## config.mk

```make
export PLATFORM = sky130hd
export DESIGN_NAME = utf8_stream_decoder_unit_flat
export DESIGN_NICKNAME = d
export VERILOG_FILES = /design/src/rtl/core/u8sd_pkg.sv /design/src/rtl/core/u8sd_if.sv /design/src/rtl/core/utf8_stream_decoder_unit.sv /design/src/rtl/core/u8sd_front.sv /design/src/rtl/core/u8sd_queue.sv /design/src/rtl/core/u8sd_back.sv /design/src/flat_wrapper.sv
export SDC_FILE = /design/constraint.sdc
export NUM_CORES = 1
export LEC_CHECK = 0
export BUFFER_PORTS_ARGS = -buffer_cell sky130_fd_sc_hd__buf_2
export CAP_MARGIN = 20
export CORE_ASPECT_RATIO = 1.75
export CORE_UTILIZATION = 30
export DETAILED_ROUTE_END_ITERATION = 12
export GPL_TIMING_DRIVEN = 0
export PLACE_DENSITY = 0.51
export SLEW_MARGIN = 0
export SYNTH_ARGS = -nofsm -noshare
export SYNTH_HDL_FRONTEND = slang
export SYNTH_SLANG_ARGS = --single-unit
```

## constraint.sdc

```tcl
create_clock -name clk -period 5.3 [get_ports clk]
set_clock_uncertainty 0.1 [all_clocks]
set_input_delay 1.325 -clock clk [delete_from_list [all_inputs] [get_ports clk]]
set_output_delay 1.325 -clock clk [all_outputs]
set_load 0.01 [all_outputs]
```

## src/rtl/core/u8sd_pkg.sv

```systemverilog
`timescale 1ns / 1ps
`default_nettype none
// ----------------------------------------------------------------------------
// UTF-8 stream decoder package
// Shared widths, operation codes and the item type passed from the byte
// classifier to the codepoint builder.
// ----------------------------------------------------------------------------
package u8sd_pkg;

  localparam int ByteW      = 8;
  localparam int CodepointW = 21;
  localparam int QueueDepth = 2;

  localparam logic [CodepointW-1:0] Replacement = CodepointW'(21'h00FFFD);

  localparam logic [1:0] OP_LITERAL = 2'd0;
  localparam logic [1:0] OP_REPLACE = 2'd1;
  localparam logic [1:0] OP_START   = 2'd2;
  localparam logic [1:0] OP_CONT    = 2'd3;

  typedef struct packed {
    logic [1:0] op;
    logic       last;
    logic [6:0] bits;
  } op_entry_t;

endpackage
`default_nettype wire

```

## src/rtl/core/u8sd_if.sv

```systemverilog
`timescale 1ns / 1ps
`default_nettype none
// ----------------------------------------------------------------------------
// UTF-8 stream decoder channels
// Valid/ready channels for raw bytes and for decoded codepoints.
// ----------------------------------------------------------------------------
interface u8sd_byte_if;
  logic                         valid;
  logic                         ready;
  logic [u8sd_pkg::ByteW-1:0]   data_byte;

  modport source (output valid, output data_byte, input ready);
  modport sink   (input valid, input data_byte, output ready);
endinterface

interface u8sd_cp_if;
  logic                            valid;
  logic                            ready;
  logic [u8sd_pkg::CodepointW-1:0] codepoint;
  logic                            replaced;

  modport source (output valid, output codepoint, output replaced, input ready);
  modport sink   (input valid, input codepoint, input replaced, output ready);
endinterface
`default_nettype wire

```

## src/rtl/core/utf8_stream_decoder_unit.sv

```systemverilog
`timescale 1ns / 1ps
`default_nettype none
// ----------------------------------------------------------------------------
// UTF-8 stream decoder
// Byte-serial UTF-8 decoder with a classifier, an operation queue and a
// codepoint builder.
// ----------------------------------------------------------------------------
// Usage:
//   bytes      : one raw byte of the stream per item (valid/ready).
//   codepoints : one decoded codepoint per finished character, with the
//                replaced flag set when 0xFFFD stands for a bad byte.
//   A byte is classified in the cycle it is accepted and queued; the builder
//   takes it from the queue head no earlier than the following cycle, so a
//   codepoint passes the queue slot and the output register before it shows.
//   Throughput is one byte per cycle while the queue has room. Bytes that
//   only open or extend a sequence give no codepoint.
//   When the receiver stalls, the output register holds its codepoint, the
//   queue (Depth entries) absorbs further operations, and bytes.ready falls
//   once it is full. Operations that give no output still drain while they
//   are at the head of the queue.
//   Reset clears the open-sequence count, the queue and the output valid
//   flag; the block accepts bytes in the first cycle after reset.
// ----------------------------------------------------------------------------
module utf8_stream_decoder_unit #(
  parameter int Depth = u8sd_pkg::QueueDepth
) (
  input  wire logic   clk,
  input  wire logic   rst,
  u8sd_byte_if.sink   bytes,
  u8sd_cp_if.source   codepoints
);
  import u8sd_pkg::*;

  logic      push_valid;
  logic      push_ready;
  op_entry_t push_entry;
  logic      pop_valid;
  logic      pop_ready;
  op_entry_t pop_entry;

  u8sd_front u_front (
    .clk        (clk),
    .rst        (rst),
    .bytes      (bytes),
    .push_valid (push_valid),
    .push_ready (push_ready),
    .push_entry (push_entry)
  );

  u8sd_queue #(
    .Depth (Depth)
  ) u_queue (
    .clk        (clk),
    .rst        (rst),
    .push_valid (push_valid),
    .push_ready (push_ready),
    .push_entry (push_entry),
    .pop_valid  (pop_valid),
    .pop_ready  (pop_ready),
    .pop_entry  (pop_entry)
  );

  u8sd_back u_back (
    .clk        (clk),
    .rst        (rst),
    .pop_valid  (pop_valid),
    .pop_ready  (pop_ready),
    .pop_entry  (pop_entry),
    .codepoints (codepoints)
  );

endmodule
`default_nettype wire

```

## src/rtl/core/u8sd_front.sv

```systemverilog
`timescale 1ns / 1ps
`default_nettype none
// ----------------------------------------------------------------------------
// UTF-8 byte classifier
// Tracks how many following bytes are still due and turns each byte into
// one operation for the codepoint builder.
// ----------------------------------------------------------------------------
module u8sd_front (
  input  wire logic              clk,
  input  wire logic              rst,
  u8sd_byte_if.sink              bytes,
  output logic                   push_valid,
  input  wire logic              push_ready,
  output u8sd_pkg::op_entry_t    push_entry
);
  import u8sd_pkg::*;

  logic [1:0] bytes_left;
  logic [1:0] bytes_left_next;
  logic       accept;
  logic [7:0] b;

  assign b            = bytes.data_byte;
  assign bytes.ready  = push_ready;
  assign push_valid   = bytes.valid;
  assign accept       = bytes.valid && push_ready;

  always_comb begin
    push_entry.op   = OP_REPLACE;
    push_entry.last = 1'b1;
    push_entry.bits = 7'd0;
    bytes_left_next = bytes_left;
    if (bytes_left != 2'd0) begin
      // Inside a sequence every byte is taken as a following byte, unchecked.
      push_entry.op   = OP_CONT;
      push_entry.last = (bytes_left == 2'd1);
      push_entry.bits = {1'b0, b[5:0]};
      bytes_left_next = bytes_left - 2'd1;
    end else begin
      unique casez (b)
        8'b0???????: begin
          push_entry.op   = OP_LITERAL;
          push_entry.bits = b[6:0];
        end
        8'b110?????: begin
          push_entry.op   = OP_START;
          push_entry.last = 1'b0;
          push_entry.bits = {2'b00, b[4:0]};
          bytes_left_next = 2'd1;
        end
        8'b1110????: begin
          push_entry.op   = OP_START;
          push_entry.last = 1'b0;
          push_entry.bits = {3'b000, b[3:0]};
          bytes_left_next = 2'd2;
        end
        8'b11110???: begin
          push_entry.op   = OP_START;
          push_entry.last = 1'b0;
          push_entry.bits = {4'b0000, b[2:0]};
          bytes_left_next = 2'd3;
        end
        default: begin
          push_entry.op = OP_REPLACE;
        end
      endcase
    end
  end

  always_ff @(posedge clk) begin
    if (rst) begin
      bytes_left <= 2'd0;
    end else if (accept) begin
      bytes_left <= bytes_left_next;
    end
  end

  a_lead_opens_sequence: assert property (@(posedge clk) disable iff (rst)
    accept && bytes_left == 2'd0 && push_entry.op == OP_START |=> bytes_left != 2'd0)
    else $error("lead byte did not open a sequence");

  a_last_closes_sequence: assert property (@(posedge clk) disable iff (rst)
    accept && push_entry.op == OP_CONT && push_entry.last |=> bytes_left == 2'd0)
    else $error("final following byte left the sequence open");

endmodule
`default_nettype wire

```

## src/rtl/core/u8sd_queue.sv

```systemverilog
`timescale 1ns / 1ps
`default_nettype none
// ----------------------------------------------------------------------------
// UTF-8 decoder operation queue
// Small FIFO of classified operations between classifier and builder.
// ----------------------------------------------------------------------------
module u8sd_queue #(
  parameter int Depth = u8sd_pkg::QueueDepth
) (
  input  wire logic              clk,
  input  wire logic              rst,
  input  wire logic              push_valid,
  output logic                   push_ready,
  input  wire u8sd_pkg::op_entry_t push_entry,
  output logic                   pop_valid,
  input  wire logic              pop_ready,
  output u8sd_pkg::op_entry_t    pop_entry
);
  import u8sd_pkg::*;

  localparam int PtrW = (Depth > 1) ? $clog2(Depth) : 1;
  localparam int CntW = $clog2(Depth + 1);

  op_entry_t       slots [Depth];
  logic [PtrW-1:0] wr_ptr;
  logic [PtrW-1:0] rd_ptr;
  logic [CntW-1:0] count;
  logic            push;
  logic            pop;

  assign push_ready = (count != CntW'(Depth));
  assign pop_valid  = (count != '0);
  assign push       = push_valid && push_ready;
  assign pop        = pop_valid && pop_ready;
  assign pop_entry  = slots[rd_ptr];

  always_ff @(posedge clk) begin
    if (push) begin
      slots[wr_ptr] <= push_entry;
    end
  end

  always_ff @(posedge clk) begin
    if (rst) begin
      wr_ptr <= '0;
      rd_ptr <= '0;
      count  <= '0;
    end else begin
      if (push) begin
        wr_ptr <= (wr_ptr == PtrW'(Depth - 1)) ? '0 : wr_ptr + PtrW'(1);
      end
      if (pop) begin
        rd_ptr <= (rd_ptr == PtrW'(Depth - 1)) ? '0 : rd_ptr + PtrW'(1);
      end
      if (push && !pop) begin
        count <= count + CntW'(1);
      end else if (pop && !push) begin
        count <= count - CntW'(1);
      end
    end
  end

  a_count_bounded: assert property (@(posedge clk) disable iff (rst)
    count <= CntW'(Depth))
    else $error("queue count beyond depth");

endmodule
`default_nettype wire

```

## src/rtl/core/u8sd_back.sv

```systemverilog
`timescale 1ns / 1ps
`default_nettype none
// ----------------------------------------------------------------------------
// UTF-8 codepoint builder
// Carries out classified operations: gathers payload bits and holds each
// finished codepoint in an output register until it is taken.
// ----------------------------------------------------------------------------
module u8sd_back (
  input  wire logic              clk,
  input  wire logic              rst,
  input  wire logic              pop_valid,
  output logic                   pop_ready,
  input  wire u8sd_pkg::op_entry_t pop_entry,
  u8sd_cp_if.source              codepoints
);
  import u8sd_pkg::*;

  logic [CodepointW-1:0] accumulator;
  logic [CodepointW-1:0] accumulator_next;
  logic                  out_valid;
  logic [CodepointW-1:0] out_cp;
  logic                  out_rep;
  logic                  out_free;
  logic                  emits;
  logic                  pop;

  assign out_free  = !out_valid || codepoints.ready;
  assign emits     = (pop_entry.op != OP_START) &&
                     !(pop_entry.op == OP_CONT && !pop_entry.last);
  // Items that produce no codepoint never wait on the output side.
  assign pop_ready = !emits || out_free;
  assign pop       = pop_valid && pop_ready;

  assign accumulator_next = {accumulator[CodepointW-7:0], pop_entry.bits[5:0]};

  assign codepoints.valid     = out_valid;
  assign codepoints.codepoint = out_cp;
  assign codepoints.replaced  = out_rep;

  always_ff @(posedge clk) begin
    if (rst) begin
      accumulator <= '0;
      out_valid   <= 1'b0;
    end else begin
      if (pop && emits) begin
        out_valid <= 1'b1;
      end else if (codepoints.ready) begin
        out_valid <= 1'b0;
      end
      if (pop) begin
        unique case (pop_entry.op)
          OP_LITERAL: begin
            out_cp  <= {{(CodepointW-7){1'b0}}, pop_entry.bits};
            out_rep <= 1'b0;
          end
          OP_REPLACE: begin
            out_cp  <= Replacement;
            out_rep <= 1'b1;
          end
          OP_START: begin
            accumulator <= {{(CodepointW-7){1'b0}}, pop_entry.bits};
          end
          OP_CONT: begin
            accumulator <= accumulator_next;
            if (pop_entry.last) begin
              out_cp  <= accumulator_next;
              out_rep <= 1'b0;
            end
          end
          default: begin
            accumulator <= accumulator;
          end
        endcase
      end
    end
  end

  a_emit_shows_result: assert property (@(posedge clk) disable iff (rst)
    pop && emits |=> out_valid)
    else $error("finished item did not reach the output register");

  a_no_overwrite: assert property (@(posedge clk) disable iff (rst)
    pop && emits |-> !out_valid || codepoints.ready)
    else $error("pending codepoint overwritten");

endmodule
`default_nettype wire

```

## src/flat_wrapper.sv

```systemverilog
// flat-port wrapper written by rule: the top's interface ports become plain ports
module utf8_stream_decoder_unit_flat import u8sd_pkg::*;
#(
  parameter int Depth = u8sd_pkg::QueueDepth
)
  (clk, rst, bytes_valid, bytes_data_byte, bytes_ready, codepoints_valid, codepoints_codepoint, codepoints_replaced, codepoints_ready);
  u8sd_byte_if bytes_i ();
  u8sd_cp_if codepoints_i ();
  input  wire logic clk;
  input  wire logic rst;
  input wire logic [$bits(bytes_i.valid)-1:0] bytes_valid;
  input wire logic [$bits(bytes_i.data_byte)-1:0] bytes_data_byte;
  output wire logic [$bits(bytes_i.ready)-1:0] bytes_ready;
  output wire logic [$bits(codepoints_i.valid)-1:0] codepoints_valid;
  output wire logic [$bits(codepoints_i.codepoint)-1:0] codepoints_codepoint;
  output wire logic [$bits(codepoints_i.replaced)-1:0] codepoints_replaced;
  input wire logic [$bits(codepoints_i.ready)-1:0] codepoints_ready;
  assign bytes_i.valid = bytes_valid;
  assign bytes_i.data_byte = bytes_data_byte;
  assign bytes_ready = bytes_i.ready;
  assign codepoints_valid = codepoints_i.valid;
  assign codepoints_codepoint = codepoints_i.codepoint;
  assign codepoints_replaced = codepoints_i.replaced;
  assign codepoints_i.ready = codepoints_ready;
  utf8_stream_decoder_unit #(.Depth(Depth)) u_core (.clk(clk), .rst(rst), .bytes(bytes_i), .codepoints(codepoints_i));
endmodule
```

* Yosys cells after proc, flatten, opt, wreduce, memory -nomap -nowiden
Memories as Yosys holds them, arrays and structs flattened. A register that Yosys moved wholly into a read port is not among the register bits.
Index checks and enable logic that the tools add are counted.
** Word-level totals
- Logic and storage cells :: 74
- Memories :: 1
- Output and inout port bits :: 24
- Bits in latches :: 0
- Memory bits (read-only) :: 0
- Input bits :: 12
- Memory bits (writable) :: 20
- Register bits :: 44
** Memory list
- u_core.u_queue.slots :: depth 2, bits a word 10, read ports 1, clocked after Yosys merged registers in 1, write ports 1, RTL line u8sd_queue.sv:24 : op_entry_t slots [Depth];
** Cells by class
- Muxes and demuxes :: 21
- Add/sub/neg operators :: 5
- Multipliers :: 0
- Magnitude comparators :: 0
- Reduce and logical (&&, ||, !) cells :: 27
- Divide/modulo/power cells :: 0
- Bitwise operators :: 2
- Equality and inequality tests :: 10
- Shift operators :: 0
** Operators by type and width (count)
- 21-bit case mux with 3 select lines :: 1
- 15-bit case mux with 2 select lines :: 1
- 7-bit case mux with 4 select lines :: 1
- 21-bit 2-to-1 mux :: 1
- 1-bit 2-to-1 mux :: 10
- 10-bit 2-to-1 mux :: 1
- 2-bit nonzero test :: 5
- 1-bit logical AND :: 7
- 1-bit zero test :: 6
- 2-bit 2-to-1 mux :: 3
- 2-bit != test (second input constant) :: 3
- 2-bit case mux with 3 select lines :: 1
- 5-bit equality test (second input constant) :: 1
- 2-bit by 1-bit equality test with 1-bit output (second input constant) :: 2
- 2-bit equality test (second input constant) :: 2
- 4-bit equality test (second input constant) :: 1
- 2-bit case mux with 2 select lines :: 1
- 2-bit AND reduction :: 2
- 4-bit AND reduction :: 1
- 4-bit nonzero test :: 1
- 2-bit by 1-bit subtractor with 2-bit output (second input constant) :: 2
- 3-bit equality test (second input constant) :: 1
- 1-bit case mux with 3 select lines :: 1
- 3-bit nonzero test :: 1
- other kinds (6) :: 9

* Longest topological paths before layout
- Depth after elaboration :: 10
- Depth in mapped cells :: 8
- Depth with buffers taken out :: 7

* Modules after synthesis
From an unflattened synthesis, not the netlist that was laid out.
** Unflattened totals
- Cells, all modules :: 230
- Area, all modules :: 2887.8 µm²
** Modules (own cells, without submodules)
- u8sd_back :: cells each 141, area an instance 1662.8 µm², times used 1
- u8sd_queue :: cells each 55, area an instance 940.9 µm², times used 1
- u8sd_front :: cells each 34, area an instance 284.0 µm², times used 1

* Worst setup path before layout
OpenSTA, ideal clock, no wires.
- Path type :: input port to flip-flop
- Start point :: input port codepoints_ready
- End point :: register u_core.u_back.out_cp[0] (netlist: u_core.u_back.codepoints.codepoint[0]) (enable)
- Required time :: 4799 ps
- Stages on the path :: 3
- Arrival :: 2569 ps
- Path slack :: 2230 ps
- Path through :: nand2b_1 -> nand2_1 -> nor2_1
** Between the ends
- Cells in the longest elaborated chain, start to end :: 4
** Ends and longest elaborated chain
- start: declaration :: RTL line flat_wrapper.sv:17 : input wire logic [$bits(codepoints_i.ready)-1:0] codepoints_ready;
- 1-bit logical OR :: RTL line u8sd_back.sv:27 : assign out_free = !out_valid || codepoints.ready;
- 1-bit logical OR :: RTL line u8sd_back.sv:31 : assign pop_ready = !emits || out_free;
- 1-bit logical AND :: RTL line u8sd_back.sv:32 : assign pop = pop_valid && pop_ready;
- 4-bit AND reduction (no source line)
- end signal: assignment :: RTL line u8sd_back.sv:53 : out_cp <= {{(CodepointW-7){1'b0}}, pop_entry.bits};
- end signal: assignment :: RTL line u8sd_back.sv:57 : out_cp <= Replacement;
- end signal: assignment :: RTL line u8sd_back.sv:66 : out_cp <= accumulator_next;
- end: declaration :: RTL line u8sd_back.sv:21 : logic [CodepointW-1:0] out_cp;
Every way passes these cells.
A chain may end at the register's enable or synchronous reset.

* Final worst setup path
- Start point :: input port codepoints_ready
- End point :: register u_core.u_queue.count[1]
** Between the ends
- Cells in the longest elaborated chain, start to end :: 6
** Ends and longest elaborated chain
- 1-bit logical OR * :: RTL line u8sd_back.sv:27
- 1-bit logical OR * :: RTL line u8sd_back.sv:31
- 1-bit logical AND * :: RTL line u8sd_queue.sv:34 : assign pop = pop_valid && pop_ready;
- 1-bit zero test :: RTL line u8sd_queue.sv:55 : if (push && !pop) begin
- 1-bit logical AND :: RTL line u8sd_queue.sv:55
- 2-bit 2-to-1 mux or 2-bit nonzero test (tied branches)
- end signal: assignment :: RTL line u8sd_queue.sv:56 : count <= count + CntW'(1);
- end signal: assignment :: RTL line u8sd_queue.sv:58 : count <= count - CntW'(1);
- end: declaration :: RTL line u8sd_queue.sv:27 : logic [CntW-1:0] count;
Every way passes the cells marked *; elsewhere a longest branch is shown, timed or not.

==> results.toml <==
[run_status]
outcome = "finished clean"

[route]
wl_per_cell_um = 12.9
dr.first_iter.drc_count = 107
via_per_inst = 4.58
drt_wl_total_um = 5030
final_antenna_net_count = 0
first_pass_iters = 4
drc = 0
num_vias = 1782

[synth]
ys.flop_type = "edfxtp_1"
synth_area_leaders = "edfxtp_1 47%, dfxtp_1 17%, mux2i_1 4.1%"
synth_compound_area_share_pct = 12.3
synthDistinctLibCells = 42
syn-num-nets = 234
netlist.top_cell.by_area = "edfxtp_1"
synth-simple-area-share_pct = 15.1
synth_fa_ha_area_share_pct = 0.463
synth_top_area_share_pct = 46.6
synthCells = 221
ys_warn_count = 0
synth_seq_cells = 65
synth_area_sq_um = 2710
synth_xor_area_share_pct = 0.971
synth_top_family_by_area = "simple AND/OR/NAND/NOR gates"
postSynthAreaPerCell_sq_um = 12.2
synth_mux_area_share_pct = 5.18
synth-async-reset-ratio_pct = 0
synth_edf_count = 42
synthTopCellsByCount = "42 x edfxtp_1, 27 x nor2_1, 23 x dfxtp_1, 20 x a21oi_1, 18 x nand2_1"
yosysMostFrequentCell = "edfxtp_1"
yosysSeqAreaShare_pct = 63.6

[grt]
antenna_found_initial = 0
grt_start_max_net_pins = 20
grt_usage_pct = 12.1
grt_pass1_vias = 1743
grt-ovfl-total = 0
grt_pass1_wl_um = 8160

[placement]
placed_area_sq_um = 3040
hpwl_um = 3750
portBuffers = 35
place_congestion = 0.738

[critical_path]
critPathLaunchType = "input pin"
critPathCaptureType = "flop"
crit_family = "simple AND/OR/NAND/NOR gates"
worst-path-buf-inv = 1
startpoint = "codepoints_ready"
worstPathRequired_ns = 5.46
critPathKind = "in2reg"
critical-path-max-stage-delay_ns = 0.37
path_cells = "buf_2 > nand2b_1 > a31oi_2 > or2_2 > ha_1 > or3_1 > a21oi_1"
crit_fanout = 5
critical_path.slowest_cell = "or3_1"
cp.arrival_ns = 2.86

[floorplanning]
die_h_um = 128
fp-row-count = 45
core_sq_um = 8730
start_util_pct = 31.0
io_pins = 36
dieArea_sq_um = 9420
dieWidth_um = 73.8

[cts]
cts.sinks = 65
cts-buffers-inserted = 9
cts_resized = 0
post_cts_buffers = 0
htree_levels = 3
cts_root_buf = "clkbuf_16"
clk_latency_ns = 0.33
clock_path_buffers = 2
cts_hold_buf = 0
cts_tree = "built"
path_clk_slew_ns = 0.05

[sta]
finalSetupTns_ns = 0
worstMarginPinSlew_ns = 0.780
rsz0062_at_grt = "no"
finalSetupViolations = 0
period_needed_ns = 2.70
slew_viol_final = 0
period_share_pct = 50.9
finalHoldViolCount = 0
fmax_mhz = 370
slew-limit-headroom_pct = 47.8

[run]
maxCapViolCount = 0

[final_layout]
antenna_cells = 0
syn_to_final_growth_pct = 22.2
nets = 281
design_area_sq_um = 3310
drive_gt1_share_pct = 28.7

[power_and_ir_drop]
p_leak_uw = 0.00125
ir_drop_v = 0.000188
power_density_nw_per_um2 = 531

[min_path]
min-delay-start = "u_core.u_back.accumulator[12]"
hold_path_class = "reg2reg"
kinds of logic (layout without fill, tap and decap cells):
| kind of cell | count (synthesis) | count (layout) |
|---|---|---|
| AO/OA/AOI/OAI | 48 | 48 |
| XOR/XNOR | 3 | 3 |
| adder cells (fa/ha/maj) | 1 | 1 |
| buffers and inverters | 12 | 63 |
| flip-flops | 65 | 65 |
| multiplexers | 13 | 13 |
| AND/OR/NAND/NOR | 79 | 79 |
sequential cells by signal, indices dropped and copies added, names as in the netlist, named ones only:
name and cells:
u_core.u_back.codepoints.codepoint 21, u_core.u_queue.slots 20, u_core.u_back.accumulator 15, u_core.u_front.bytes_left 2
u_core.u_queue.count 2, u_core.u_back.codepoints.replaced 1, u_core.u_back.codepoints.valid 1, u_core.u_queue.rd_ptr 1
u_core.u_queue.wr_ptr 1
final cells by class:
class / instances / area (sq um)
sequential: 65 / 1720
timing repair buffer: 36 / 190
clock buffer: 11 / 243
clock inverter: 4 / 20.0
tap: 117 / 146
multi-input combinational: 144 / 923
fill: 869 / 5420
inverter: 4 / 15.0
buffer: 8 / 47.5
stage by stage:
stage          setup slack (ns)  util, %  total power (uW)  hold slack [ns]  instances
6_report                   2.60     37.9              1760            0.375        389
4_1_cts                    2.60     37.9              1780            0.375        389
3_5_place_dp               2.26     34.9              1260            0.368        374
2_1_floorplan              2.23        -              1110            0.344        221
5_1_grt                    2.50     37.9              1860            0.398        389
3_3_place_gp               1.75     34.7              1240            0.357        373
layout by cell type (no fill, tap or decap), drive strengths merged:
| cell | count |
|---|---|
| o21a | 1 |
| or2 | 1 |
| nand3b | 1 |
| and2 | 1 |
| edfxtp | 42 |
| a41o | 1 |
| nand4b | 1 |
| or3 | 2 |
| inv | 4 |
| a21oi | 24 |
| clkbuf | 14 |
| nand3 | 4 |
| mux2 | 2 |
| nor2b | 5 |
| nor3 | 1 |
| a21o | 1 |
| clkinv | 4 |
| a31oi | 1 |
| nand2b | 2 |
| a31o | 1 |
| mux2i | 11 |
| a211oi | 6 |
| nor4b | 1 |
| nor2 | 29 |
| nand2 | 18 |
| a211o | 2 |
| o21ai | 11 |
| dfxtp | 23 |
| and3 | 6 |
| ha | 1 |
| buf | 41 |
| xor2 | 3 |
| nand4 | 7 |
final timing paths:
path                                                       to  slack, ns  depth (start not counted)
worst max-delay path                  u_core.u_queue.count[1]       2.60                          7
worst min-delay path            u_core.u_back.accumulator[12]       0.37                          2
worst max register to register        u_core.u_queue.count[1]       3.20                          6
worst min register to register  u_core.u_back.accumulator[12]       0.37                          2
per-layer routing:
metal,vias up,part of all wire [%],global-route usage (%)
met2,32,55,21.6
met1,830,38,11.6
met5,-,0,0
met4,0,3.6,9.16
li1,908,-,-
met3,12,2.8,2.84
where the power goes:
part	switching [uW]	internal [uW]	total, uW	leakage, uW
registers	56.2	686	742	0.000581
logic	305	195	500	0.000535
clock network	193	322	515	0.000135
worst min-delay path, delay by kind of cell (launching register included):
kind	cells	cell delay (ns)
AOI/OAI and AO/OA	2	0.13
DFF	1	0.30
Note: power is estimated with default switching activity, not from simulation.
